===== src/rtl/gdcm_pkg.sv =====
// Shared types and constants of the grid cost map block.
// Holds the beat payloads, the heap key, the cost entry, the micro-op codes
// and the status bundle. Depends on nothing.
`timescale 1ns / 1ps
`default_nettype none

package gdcm_pkg;

    localparam int CNT_W = 12;

    // Command codes of an input beat.
    localparam logic [1:0] CMD_LOAD   = 2'd0;
    localparam logic [1:0] CMD_SEARCH = 2'd1;
    localparam logic [1:0] CMD_QUERY  = 2'd2;

    // Step costs in Q8.8: one straight step and one diagonal step.
    localparam logic [16:0] STEP_STRAIGHT = 17'd256;
    localparam logic [16:0] STEP_DIAGONAL = 17'd362;

    // Neighbor directions 0..7, one bit per direction.
    localparam logic [7:0] DX_NEG = 8'b0000_0111;
    localparam logic [7:0] DX_POS = 8'b1110_0000;
    localparam logic [7:0] DY_NEG = 8'b0010_1001;
    localparam logic [7:0] DY_POS = 8'b1001_0100;
    localparam logic [7:0] DIR_DIAG = 8'b1010_0101;

    // Micro-op codes that the controller hands to the datapath.
    localparam int OP_W = 5;
    typedef logic [OP_W-1:0] gdcm_op_t;
    localparam gdcm_op_t OP_NOP      = 5'd0;
    localparam gdcm_op_t OP_CLR_ALL  = 5'd1;
    localparam gdcm_op_t OP_ACCEPT   = 5'd2;
    localparam gdcm_op_t OP_LOAD     = 5'd3;
    localparam gdcm_op_t OP_QREAD    = 5'd4;
    localparam gdcm_op_t OP_CLR_COST = 5'd5;
    localparam gdcm_op_t OP_START    = 5'd6;
    localparam gdcm_op_t OP_PUSH     = 5'd7;
    localparam gdcm_op_t OP_PUSH_UP  = 5'd8;
    localparam gdcm_op_t OP_PUSH_CMP = 5'd9;
    localparam gdcm_op_t OP_POP_CHK  = 5'd10;
    localparam gdcm_op_t OP_POP_TOP  = 5'd11;
    localparam gdcm_op_t OP_SIFT     = 5'd12;
    localparam gdcm_op_t OP_SIFT_CMP = 5'd13;
    localparam gdcm_op_t OP_EXPAND   = 5'd14;
    localparam gdcm_op_t OP_STALE    = 5'd15;
    localparam gdcm_op_t OP_DIR      = 5'd16;
    localparam gdcm_op_t OP_RELAX    = 5'd17;
    localparam gdcm_op_t OP_DIR_NEXT = 5'd18;
    localparam gdcm_op_t OP_EMIT     = 5'd19;

    typedef struct packed {
        logic [1:0]  command;
        logic [4:0]  cell_x;
        logic [4:0]  cell_y;
        logic [1:0]  cell_layer;
        logic        blocked;
        logic        occupied;
        logic [15:0] max_range;
    } gdcm_in_t;

    typedef struct packed {
        logic             reached;
        logic [15:0]      cost;
        logic [4:0]       parent_x;
        logic [4:0]       parent_y;
        logic [1:0]       parent_layer;
        logic             queue_overflow;
        logic [CNT_W-1:0] cells_reached;
    } gdcm_out_t;

    // Heap key; its bit order gives the (cost, x, y, layer) ordering.
    typedef struct packed {
        logic [15:0] cost;
        logic [4:0]  x;
        logic [4:0]  y;
        logic [1:0]  z;
    } gdcm_key_t;

    typedef struct packed {
        logic        valid;
        logic [15:0] cost;
        logic [4:0]  px;
        logic [4:0]  py;
        logic [1:0]  pz;
    } gdcm_cost_t;

    typedef struct packed {
        logic sweep_last;
        logic in_range;
        logic heap_full;
        logic heap_empty;
        logic hole_zero;
        logic up_le;
        logic sift_leaf;
        logic sift_stop;
        logic stale;
        logic nbr_ok;
        logic relax_skip;
        logic dir_last;
        logic out_free;
    } gdcm_status_t;

endpackage

`default_nettype wire


===== src/rtl/gdcm_ctrl.sv =====
// Sequencer of the grid cost map block.
// Walks commands, clearing passes, heap operations and neighbor relaxation.
// Depends on gdcm_pkg.
`timescale 1ns / 1ps
`default_nettype none

module gdcm_ctrl (
    input  wire logic                  aclk,
    input  wire logic                  aresetn,
    input  wire logic                  s_valid,
    input  wire logic [1:0]            s_command,
    input  wire gdcm_pkg::gdcm_status_t status,
    output logic                       s_ready,
    output gdcm_pkg::gdcm_op_t         op
);
    import gdcm_pkg::*;

    localparam logic [4:0] ST_RCLR     = 5'd0;
    localparam logic [4:0] ST_IDLE     = 5'd1;
    localparam logic [4:0] ST_LOAD     = 5'd2;
    localparam logic [4:0] ST_QRD      = 5'd3;
    localparam logic [4:0] ST_SCLR     = 5'd4;
    localparam logic [4:0] ST_START    = 5'd5;
    localparam logic [4:0] ST_PUSH     = 5'd6;
    localparam logic [4:0] ST_PUSH_UP  = 5'd7;
    localparam logic [4:0] ST_PUSH_CMP = 5'd8;
    localparam logic [4:0] ST_POP_CHK  = 5'd9;
    localparam logic [4:0] ST_POP_TOP  = 5'd10;
    localparam logic [4:0] ST_SIFT     = 5'd11;
    localparam logic [4:0] ST_SIFT_CMP = 5'd12;
    localparam logic [4:0] ST_EXPAND   = 5'd13;
    localparam logic [4:0] ST_STALE    = 5'd14;
    localparam logic [4:0] ST_DIR      = 5'd15;
    localparam logic [4:0] ST_RELAX    = 5'd16;
    localparam logic [4:0] ST_DIR_NEXT = 5'd17;
    localparam logic [4:0] ST_EMIT     = 5'd18;

    logic [4:0] state_reg, state_next;
    logic       ret_nbr_reg, ret_nbr_next;
    logic [4:0] push_ret;

    assign s_ready  = (state_reg == ST_IDLE);
    assign push_ret = ret_nbr_reg ? ST_DIR_NEXT : ST_POP_CHK;

    always_comb begin
        state_next   = state_reg;
        ret_nbr_next = ret_nbr_reg;
        op           = OP_NOP;
        unique case (state_reg)
            ST_RCLR: begin
                op = OP_CLR_ALL;
                if (status.sweep_last) state_next = ST_IDLE;
            end
            ST_IDLE: begin
                if (s_valid) begin
                    op = OP_ACCEPT;
                    case (s_command)
                        CMD_LOAD:   state_next = ST_LOAD;
                        CMD_SEARCH: state_next = ST_SCLR;
                        CMD_QUERY:  state_next = ST_QRD;
                        default:    state_next = ST_EMIT;
                    endcase
                end
            end
            ST_LOAD: begin
                op         = OP_LOAD;
                state_next = ST_EMIT;
            end
            ST_QRD: begin
                op         = OP_QREAD;
                state_next = ST_EMIT;
            end
            ST_SCLR: begin
                op = OP_CLR_COST;
                if (status.sweep_last) state_next = status.in_range ? ST_START : ST_EMIT;
            end
            ST_START: begin
                op           = OP_START;
                ret_nbr_next = 1'b0;
                state_next   = ST_PUSH;
            end
            ST_PUSH: begin
                op         = OP_PUSH;
                state_next = status.heap_full ? push_ret : ST_PUSH_UP;
            end
            ST_PUSH_UP: begin
                op         = OP_PUSH_UP;
                state_next = status.hole_zero ? push_ret : ST_PUSH_CMP;
            end
            ST_PUSH_CMP: begin
                op         = OP_PUSH_CMP;
                state_next = status.up_le ? push_ret : ST_PUSH_UP;
            end
            ST_POP_CHK: begin
                op         = OP_POP_CHK;
                state_next = status.heap_empty ? ST_EMIT : ST_POP_TOP;
            end
            ST_POP_TOP: begin
                op         = OP_POP_TOP;
                state_next = status.heap_empty ? ST_EXPAND : ST_SIFT;
            end
            ST_SIFT: begin
                op         = OP_SIFT;
                state_next = status.sift_leaf ? ST_EXPAND : ST_SIFT_CMP;
            end
            ST_SIFT_CMP: begin
                op         = OP_SIFT_CMP;
                state_next = status.sift_stop ? ST_EXPAND : ST_SIFT;
            end
            ST_EXPAND: begin
                op         = OP_EXPAND;
                state_next = ST_STALE;
            end
            ST_STALE: begin
                op         = OP_STALE;
                state_next = status.stale ? ST_POP_CHK : ST_DIR;
            end
            ST_DIR: begin
                op         = OP_DIR;
                state_next = status.nbr_ok ? ST_RELAX : ST_DIR_NEXT;
            end
            ST_RELAX: begin
                op = OP_RELAX;
                if (status.relax_skip) begin
                    state_next = ST_DIR_NEXT;
                end else begin
                    ret_nbr_next = 1'b1;
                    state_next   = ST_PUSH;
                end
            end
            ST_DIR_NEXT: begin
                op         = OP_DIR_NEXT;
                state_next = status.dir_last ? ST_POP_CHK : ST_DIR;
            end
            ST_EMIT: begin
                op = OP_EMIT;
                if (status.out_free) state_next = ST_IDLE;
            end
            default: state_next = ST_RCLR;
        endcase
    end

    always_ff @(posedge aclk) begin
        if (!aresetn) begin
            state_reg   <= ST_RCLR;
            ret_nbr_reg <= 1'b0;
        end else begin
            state_reg   <= state_next;
            ret_nbr_reg <= ret_nbr_next;
        end
    end

endmodule

`default_nettype wire


===== config.mk =====
export PLATFORM = sky130hd
export DESIGN_NAME = gdcm_ctrl
export DESIGN_NICKNAME = d
export VERILOG_FILES = /design/src/rtl/gdcm_pkg.sv /design/src/rtl/gdcm_ctrl.sv
export SDC_FILE = /design/constraint.sdc
export NUM_CORES = 1
export LEC_CHECK = 0
export BUFFER_PORTS_ARGS = -buffer_cell sky130_fd_sc_hd__buf_2
export CORE_MARGIN = 3
export CORE_UTILIZATION = 45
export DETAILED_ROUTE_END_ITERATION = 10
export GPL_TIMING_DRIVEN = 0
export HOLD_SLACK_MARGIN = 0.08
export PLACE_DENSITY = 0.74
export SLEW_MARGIN = 20
export SYNTH_ARGS = -nofsm -noshare
export SYNTH_HDL_FRONTEND = slang
export SYNTH_SLANG_ARGS = --single-unit

===== constraint.sdc =====
create_clock -name aclk -period 1.7 [get_ports aclk]
set_clock_uncertainty 0.1 [all_clocks]
set_input_delay 0.34 -clock aclk [delete_from_list [all_inputs] [get_ports aclk]]
set_output_delay 0.34 -clock aclk [all_outputs]
set_load 0.01 [all_outputs]

==> flow_summary.yaml, run 1 <==
setup_path:
  max_stage_delay_ns: 0.33
  path_cells: "buf_8 -> buf_4 -> nand2b_1 -> o21ai_1 -> buf_2"
  critPathKind: "reg2out"
  critical_path_arrival_ns: 1.44
  cp_max_fo: 5
  rrSetupSlack_ns: -0.07
  required_ns: 1.26
  start_kind: "flip-flop"
  critical_path.top_delay_family: "buffers and inverters"
  path_buf_inv: 3
  slowest_stage: "dfxtp_2"
  critPathCaptureType: "output port"
global_routing:
  grt_max_degree: 11
  antenna_found_initial: 0
  grt.total_usage_pct: 26.5
  overflow: 0
  grt_pass1_vias: 1041
  grt_pass1_wl_um: 4880
synthesis:
  synth_warnings: 0
  async_flop_share_pct: 0
  synth.area.mux_share_pct: 2.63
  synth_edf_count: 0
  synth.avg_cell_area_sq_um: 6.42
  syn_inst: 126
  synth_top_cell_area_share_pct: 14.8
  yosysTopAreaCell: "dfxtp_1"
  synth.distinct_cells: 34
  ys.flop_type: "dfxtp_1"
  ys_seq_area_share_pct: 14.8
  synth_top_family_by_area: "simple AND/OR/NAND/NOR gates"
  synth_xor_area_share_pct: 1.08
  synth_area_sq_um: 810
  synth-seq-cells: 6
  synth_compound_area_share_pct: 34.9
  synthTopCellsByArea: "dfxtp_1 (15%), nor2_1 (6.5%), nand2b_1 (6.2%)"
  syn_nets: 144
  synthSimpleGateAreaFrac_pct: 37.1
  synth_fa_ha_area_share_pct: 0
power_and_ir_drop:
  internal_power_mw: 0.941
  p_switching_mw: 0.835
  ir_drop_uv: 1170
  p_leak_nw: 0.524
  swShare_pct: 47.0
  share_comb_of_total_power_pct: 77.5
  power_density_mw_per_mm2: 1400
  p_clk_share_pct: 8.5
  p_seq_share_pct: 14.0
outcome:
  violations: "setup timing"
  status: "finished, violations left"
clocking:
  cts_max_level: 1
  root_buffer: "clkbuf_4"
  cts_buffers: 3
  path_clk_slew_ns: 0.06
  clk_latency_ns: 0.27
  cts_tree: "built"
  cts_buffer_depth: 2
  cts_hold_buf: 0
  cts_sinks: 6
route:
  dr.pass1.iters: 5
  routed_wirelength_um: 3590
  viasPerCell: 6.56
  post_drt_wl_per_cell_um: 19.1
  vias: 1234
  drc: 0
  ant_nets: 0
  drt_iter0_markers: 101
floorplanning:
  row_count: 14
  dieArea_sq_mm: 0.00234
  start_util_pct: 50.8
  die_h_um: 48.4
  ios: 24
  fp.dieW_um: 48.4
  core_sq_mm: 0.00159
hold_path:
  hold_class: "in2reg"
timing:
  maxSlewHeadroom_pct: 75.9
  slew_violations: 0
  min_period_over_period_pct: 111
  fmaxAchievable_ghz: 0.532
  setup-tns-final_ns: -0.454
  setup_viol: 7
  timing.final.crit_period_ns: 1.88
  worst_slack_ns: -0.181
  hold_violations: 0
  rsz0062_at_grt: "true"
  tightest_slew_ns: 0.358
layout:
  final_cell_count_no_fill: 188
  diodes: 0
  syn2layout_area_growth_pct: 56.7
  drive_gt1_share_pct: 44.5
  largest_reg_flops: 5
  final_nets: 184
placement:
  hpwl_um: 2050
  port_buffers: 23
  globalplace.congestion: 0.969
  place_inst: 173
flow_run:
  cap_violations: 0
-- cell families after synthesis --
group | Yosys count
AND/OR/NAND/NOR | 59
buffers and inverters | 17
multiplexers | 2
XOR/XNOR | 1
AO/OA/AOI/OAI | 41
flip-flops | 6
-- power groups by stage --
| stage | Clock (mW) | Sequential, mW | Combinational (mW) |
|---|---|---|---|
| finish | 0.151 | 0.249 | 1.38 |
| global route | 0.156 | 0.255 | 1.44 |
| CTS | 0.148 | 0.238 | 1.13 |
| detailed placement | 0 | 0.205 | 0.833 |
| global placement | 0 | 0.205 | 0.826 |
| floorplan | 0 | 0.197 | 0.611 |
-- worst register-to-register path, stage by stage, from the launching register on --
cell,delay [ns]
dfxtp_4,0.38
or3_4,0.45
or3_1,0.43
o211a_2,0.18
a41oi_2,0.15
-- final timing paths --
check / startpoint / end / cells after the start
worst max register to register: state_reg[2] / state_reg[1] / 4
worst min register to register: ret_nbr_reg / ret_nbr_reg / 2
worst min-delay path: aresetn / state_reg[3] / 2
worst max-delay path: state_reg[4] / op[4] / 5
-- timing repair --
action,CTS,global route
pin swaps,2,5
endpoints found under the setup margin,12,10
buffers inserted,11,5
resized for setup,40,21
-- per-layer routing --
layer	up-vias	global-route usage [%]	wire, um
li1	538	-	-
met1	538	29.9	1200
met2	118	41.7	1570
met3	40	10.1	501
met4	0	16.6	327
met5	-	0	0
-- metrics by stage --
step | total power [mW] | hold WS (ns) | setup slack, ns | util, % | instance area (sq um)
floorplan | 0.807 | 0.368 | 0.0106 | - | 811
global placement | 1.03 | 0.422 | -0.283 | 60.0 | 956
detailed placement | 1.04 | 0.423 | -0.282 | 60.0 | 956
CTS | 1.51 | 0.227 | -0.102 | 73.5 | 1170
global route | 1.85 | 0.241 | -0.190 | 79.6 | 1270
finish | 1.78 | 0.237 | -0.181 | 79.6 | 1270
-- area by class of cell --
class                   instances  area, sq um
multi-input cells             103          708
fillers                       110          325
repair buffers                 39          241
flip-flops and latches          6          136
plain buffers                   7          108
well taps                      24         30.0
clock buffers                   3         22.5
inverters                       6         22.5
-- synth_stat cells (2+ instances only) --
cell and count:
o31a_1 2, buf_2 4, dfxtp_1 6, nor2b_1 8, nor2_1 14, a32oi_1 3, a21o_1 2, nand2b_1 8
nand3_1 8, clkbuf_1 5, a211oi_1 2, nor3b_1 2, or3_1 4, nand2_1 6, o21ai_0 10, nor3_1 9
inv_1 6, a31oi_1 2, a21oi_1 9, o31ai_1 2
-- cell usage in the layout, fill, tap and decap left out, types with 3 or more instances in the layout --
| cell type | instances |
|---|---|
| clkbuf_4 | 4 |
| o21ai_1 | 3 |
| buf_8 | 5 |
| nor3_1 | 7 |
| buf_4 | 16 |
| a21oi_1 | 7 |
| buf_2 | 22 |
| nand2b_1 | 7 |
| nor2_1 | 11 |
| dfxtp_4 | 4 |
| or3_1 | 3 |
| nand2_1 | 5 |
| a32oi_1 | 3 |
| o21ai_0 | 7 |
| nor2b_1 | 6 |
| inv_1 | 6 |
| nand3_1 | 7 |
(Power assumes the default switching activity.)
==> inputs of run 2 (changes only) <==
ABC_AREA = 1   (was default)
CORE_UTILIZATION = 46   (was 45)
PLACE_DENSITY = 0.75   (was 0.74)
==> flow_summary.yaml, run 2 <==
flow_run:
  cap_violations: 0
layout:
  multiInputGateArea_sq_um: 729
  syn2layout_area_growth_pct: 54.0
  final_cell_mix: "nand2_1 (39), inv_1 (23), buf_2 (23), nor2_1 (20), nand3_1 (17)"
  drive_gt1_share_pct: 42.2
  fillers: 111
  regArea_sq_um: 139
  largest_reg_flops: 5
  diodes: 0
  mostFrequentLayoutCell: "nand2_1"
  final_nets: 226
setup_path:
  rrSetupSlack_ns: -0.03
  timing.rr.start: "state_reg[0]"
  start_kind: "flip-flop"
  critPathKind: "reg2out"
  path_cells: "nor2_1 -> nand2_1 -> nor2_2 -> a21oi_1 -> nand4_1 -> buf_2"
  required_ns: 1.26
  slowest_stage: "dfxtp_4"
  critical_path_arrival_ns: 1.53
  cp_max_fo: 4
  critPathCaptureType: "output port"
  crit_start: "state_reg[0]"
  max_stage_delay_ns: 0.36
timing:
  timing.final.crit_period_ns: 1.97
  worst_slack_ns: -0.273
  rsz0062_at_grt: "true"
  setup_viol: 8
  slew_violations: 0
  tightest_slew_ns: 0.356
  min_period_over_period_pct: 116
  fmaxAchievable_ghz: 0.507
  maxSlewHeadroom_pct: 76.1
  hold_violations: 0
global_routing:
  grt_max_degree: 11
  grt_pass1_wl_um: 5230
  grt_pass1_vias: 1131
  grt.total_usage_pct: 28.2
  overflow: 0
  antenna_found_initial: 0
synthesis:
  synth.distinct_cells: 22
  synth_warnings: 0
  synth_common_cells: "nand2_1 (47), nor2_1 (27), inv_1 (26)"
  syn_nets: 181
  synthTopCellsByArea: "nand2_1 (21%), dfxtp_1 (14%), nor2_1 (12%)"
  synth_top_cell_area_share_pct: 20.6
  synth.most_common_cell: "nand2_1"
  synth.avg_cell_area_sq_um: 5.26
  syn_inst: 163
  ys.flop_type: "dfxtp_1"
  synth_area_sq_um: 857
  yosysTopAreaCell: "nand2_1"
  synth_edf_count: 0
  ys_seq_area_share_pct: 14.0
  synth-seq-cells: 6
  async_flop_share_pct: 0
power_and_ir_drop:
  power_density_mw_per_mm2: 1170
  finalPower_mw: 1.54
  ir_drop_uv: 766
  p_leak_nw: 0.728
route:
  ant_nets: 0
  drt_iter0_markers: 111
  vias: 1298
  dr.pass1.iters: 5
  drc: 0
  routed_wirelength_um: 3530
  post_drt_wl_per_cell_um: 15.4
  viasPerCell: 5.64
clocking:
  root_buffer: "clkbuf_4"
  path_clk_slew_ns: 0.05
  cts_buffers: 3
  cts_max_level: 1
  cts_sinks: 6
  cts_tree: "built"
  clk_latency_ns: 0.25
  cts_buffer_depth: 2
outcome:
  status: "finished, violations left"
  violations: "setup timing"
placement:
  place_ws_ns: -0.252
  hpwl_um: 2200
  port_buffers: 23
  globalplace.congestion: 0.942
hold_path:
  min_from: "status[12]"
  hold_class: "in2reg"
floorplanning:
  start_util_pct: 52.6
  dieArea_sq_mm: 0.00242
  core_sq_mm: 0.00163
  die_h_um: 49.2
  row_count: 14
  ios: 24
  fp.dieW_um: 49.2
run 2: cell types whose count changed after synthesis, moves of 6 or more:
cell	before	now
nor2_1	14	27
nor3_1	9	2
o21ai_0	10	4
nand3_1	8	18
nand2b_1	8	0
nor2b_1	8	0
inv_1	6	26
nand2_1	6	47
run 2: layout make-up:
class / instances / area share, %
flip-flops and latches: 6 / 10.5
well taps: 24 / 2.27
inverters: 27 / 8.25
plain buffers: 1 / 0.853
clock buffers: 3 / 1.71
repair buffers: 41 / 21.1
multi-input cells: 128 / 55.3
run 2: cells by family (layout without fill, tap and decap cells):
logic type	after synthesis	count (layout)	share of synthesized area, %
compound gates	15	15	9.93
buf+inv	29	72	14.5
flops	6	6	14.0
simple gates	113	113	61.6
run 2: power by group:
part / total, mW / internal [mW] / switching, mW
Sequential: 0.271 / 0.188 / 0.0828
Combinational: 1.14 / 0.463 / 0.672
Clock: 0.134 / 0.0800 / 0.0542
Total: 1.54 / 0.731 / 0.809
run 2: worst paths after layout:
check / endpoint / depth (start not counted)
max: op[2] / 6
min: state_reg[2] / 4
max reg2reg: state_reg[0] / 11
min reg2reg: ret_nbr_reg / 2
run 2: per-layer routing:
metal / wire length, um / GRT usage (%) / vias to the layer above
li1: - / - / 608
met1: 1260 / 32.7 / 577
met2: 1710 / 48.7 / 95
met3: 393 / 7.65 / 18
met4: 165 / 10.4 / 0
met5: 0 / 0 / -
run 2: worst max-delay path: cells and delay by family (launching register included):
kind | cells | cell delay (ns)
buffers and inverters | 1 | 0.13
AO/OA/AOI/OAI | 1 | 0.06
flip-flops | 1 | 0.36
AND/OR/NAND/NOR | 4 | 0.73
run 2: stage by stage:
stage	hold WS, ns	utilization [%]	cells	TNS [ns]	area (sq um)
final	0.291	81.0	230	-1.07	1320
after global routing	0.298	81.0	230	-1.74	1320
after CTS	0.263	78.0	227	-0.674	1270
after detailed placement	0.411	61.5	210	-0.676	1000
after global placement	0.398	61.5	210	-0.628	1000
after floorplan	0.365	-	163	0	857
run 2: what timing repair did:
item | in CTS | in global routing
pin swaps | 16 | 7
hold endpoints to repair | 0 | 0
hold buffers | 0 | 0
endpoints found under the setup margin | 7 | 8
buffers inserted | 14 | 4
gates resized for setup | 41 | 9
cloned | 0 | 0
==> inputs of run 3 (changes only) <==
clock period = 1.8 ns   (was 1.7 ns; I/O delays follow)
==> flow_summary.yaml, run 3 (same netlist as run 2, synthesis figures left out) <==
placement:
  placed_cell_area_sq_mm: 0.00100
  hpwl_um: 2200
  port_buffers: 23
  globalplace.congestion: 0.942
  place_ws_ns: -0.172
setup_path:
  required_ns: 1.34
  timing.rr.start: "state_reg[0]"
  path_cells: "nor2_1 -> nand2_1 -> nor2_2 -> a21oi_1 -> nand4_1 -> buf_2"
  slowest_stage: "dfxtp_4"
  critical_path.top_delay_family: "simple AND/OR/NAND/NOR gates"
  cp_max_fo: 4
  critPathKind: "reg2out"
  crit_start: "state_reg[0]"
  start_kind: "flip-flop"
  critPathCaptureType: "output port"
  critical_path_arrival_ns: 1.52
  path_buf_inv: 1
  max_stage_delay_ns: 0.36
clocking:
  cts_buffers: 3
  cts_sinks: 6
  cts_tree: "built"
  path_clk_slew_ns: 0.04
  cts_max_level: 1
  root_buffer: "clkbuf_4"
  cts_buffer_depth: 2
  clk_latency_ns: 0.25
  cts_hold_buf: 0
timing:
  slew_violations: 0
  min_period_over_period_pct: 110
  hold_violations: 0
  fin_worst_hold_slack_ns: 0.315
  setup_viol: 6
  tightest_slew_ns: 0.362
  rsz0062_at_grt: "true"
  timing.final.crit_period_ns: 1.98
  maxSlewHeadroom_pct: 75.7
  fmaxAchievable_ghz: 0.505
  worst_slack_ns: -0.182
floorplanning:
  die_h_um: 49.2
  start_util_pct: 52.6
  ios: 24
  fp.dieW_um: 49.2
  core_sq_mm: 0.00163
  row_count: 14
  dieArea_sq_mm: 0.00242
global_routing:
  grt.total_usage_pct: 28.2
  antenna_found_initial: 0
  grt_pass1_wl_um: 5230
  grt_max_degree: 11
  gr-usage-met1_pct: 32.7
  grt_pass1_vias: 1133
  overflow: 0
  met3_usage_pct: 7.65
  use_met2_pct: 48.7
  busiest_layer: "met2"
power_and_ir_drop:
  internal_power_mw: 0.691
  finalPower_mw: 1.45
  power_density_mw_per_mm2: 1100
  p_seq_share_pct: 17.6
  ir_drop_uv: 708
  p_clk_share_pct: 8.5
  p_switching_mw: 0.763
  swShare_pct: 52.5
  p_leak_nw: 0.728
  share_comb_of_total_power_pct: 73.8
layout:
  mostFrequentLayoutCell: "nand2_1"
  final_cell_mix: "nand2_1 (39), inv_1 (23), buf_2 (23), nor2_1 (21), nand3_1 (17)"
  syn2layout_area_growth_pct: 53.7
  fillers: 112
  diodes: 0
  largest_reg_flops: 5
  final_cell_area_sq_mm: 0.00132
  fin_util_pct: 80.9
  drive_gt1_share_pct: 41.7
  multiInputGateArea_sq_um: 727
  final_nets: 226
  regArea_sq_um: 139
outcome:
  status: "finished, violations left"
  violations: "setup timing"
hold_path:
  hold_class: "in2reg"
  min_from: "status[12]"
route:
  ant_nets: 0
  viasPerCell: 5.53
  drc: 0
  vias: 1272
  drt_iter0_markers: 94
  dr.pass1.iters: 5
  routed_wirelength_um: 3480
  post_drt_wl_per_cell_um: 15.1
flow_run:
  cap_violations: 0
[run 3: worst paths after layout]
kind | slack (ns) | endpoint | cells past startpoint
min reg2reg | 0.43 | ret_nbr_reg | 2
max reg2reg | 0.07 | state_reg[0] | 11
min | 0.32 | state_reg[2] | 4
max | -0.18 | op[2] | 6
[run 3: area by class of cell]
| cell class | count | area share (%) |
|---|---|---|
| Multi-Input combinational cell | 128 | 55.2 |
| Timing Repair Buffer | 41 | 21.2 |
| Sequential cell | 6 | 10.5 |
| Inverter | 27 | 8.26 |
| Tap cell | 24 | 2.28 |
| Clock buffer | 3 | 1.71 |
| Buffer | 1 | 0.855 |
[run 3: metrics by stage]
stage,instances,setup TNS (ns)
floorplan,163,0
global placement,210,-0.388
detailed placement,210,-0.377
CTS,227,-0.260
global route,230,-1.02
finish,230,-0.533
[run 3: metal layers]
metal / wire length, um / vias to the layer above / part of all wire (%)
met2: 1700 / 87 / 49
met4: 139 / 0 / 4.0
met5: 0 / - / 0
met1: 1270 / 562 / 37
li1: - / 607 / -
met3: 365 / 16 / 10
[run 3: worst register-to-register path: stages (launching register included)]
cell,delay [ns]
dfxtp_4,0.36
inv_6,0.08
nand2_4,0.06
nor2_4,0.19
buf_4,0.16
buf_4,0.10
nand2_1,0.06
nand3_1,0.08
nor2_1,0.05
nand3_1,0.10
nand2_1,0.09
a21oi_1,0.20
[run 3: power groups by stage]
stage	logic (mW)	registers [mW]	clock network (mW)
CTS	0.968	0.233	0.125
finish	1.07	0.256	0.124
global route	1.15	0.259	0.151
detailed placement	0.731	0.205	0
floorplan	0.532	0.193	0
global placement	0.716	0.204	0
[run 3: what timing repair did]
item | 4_1_cts | 5_1_grt
endpoints found under the setup margin | 5 | 6
resized for setup | 41 | 8
pin swaps | 16 | 7
buffers inserted | 14 | 4
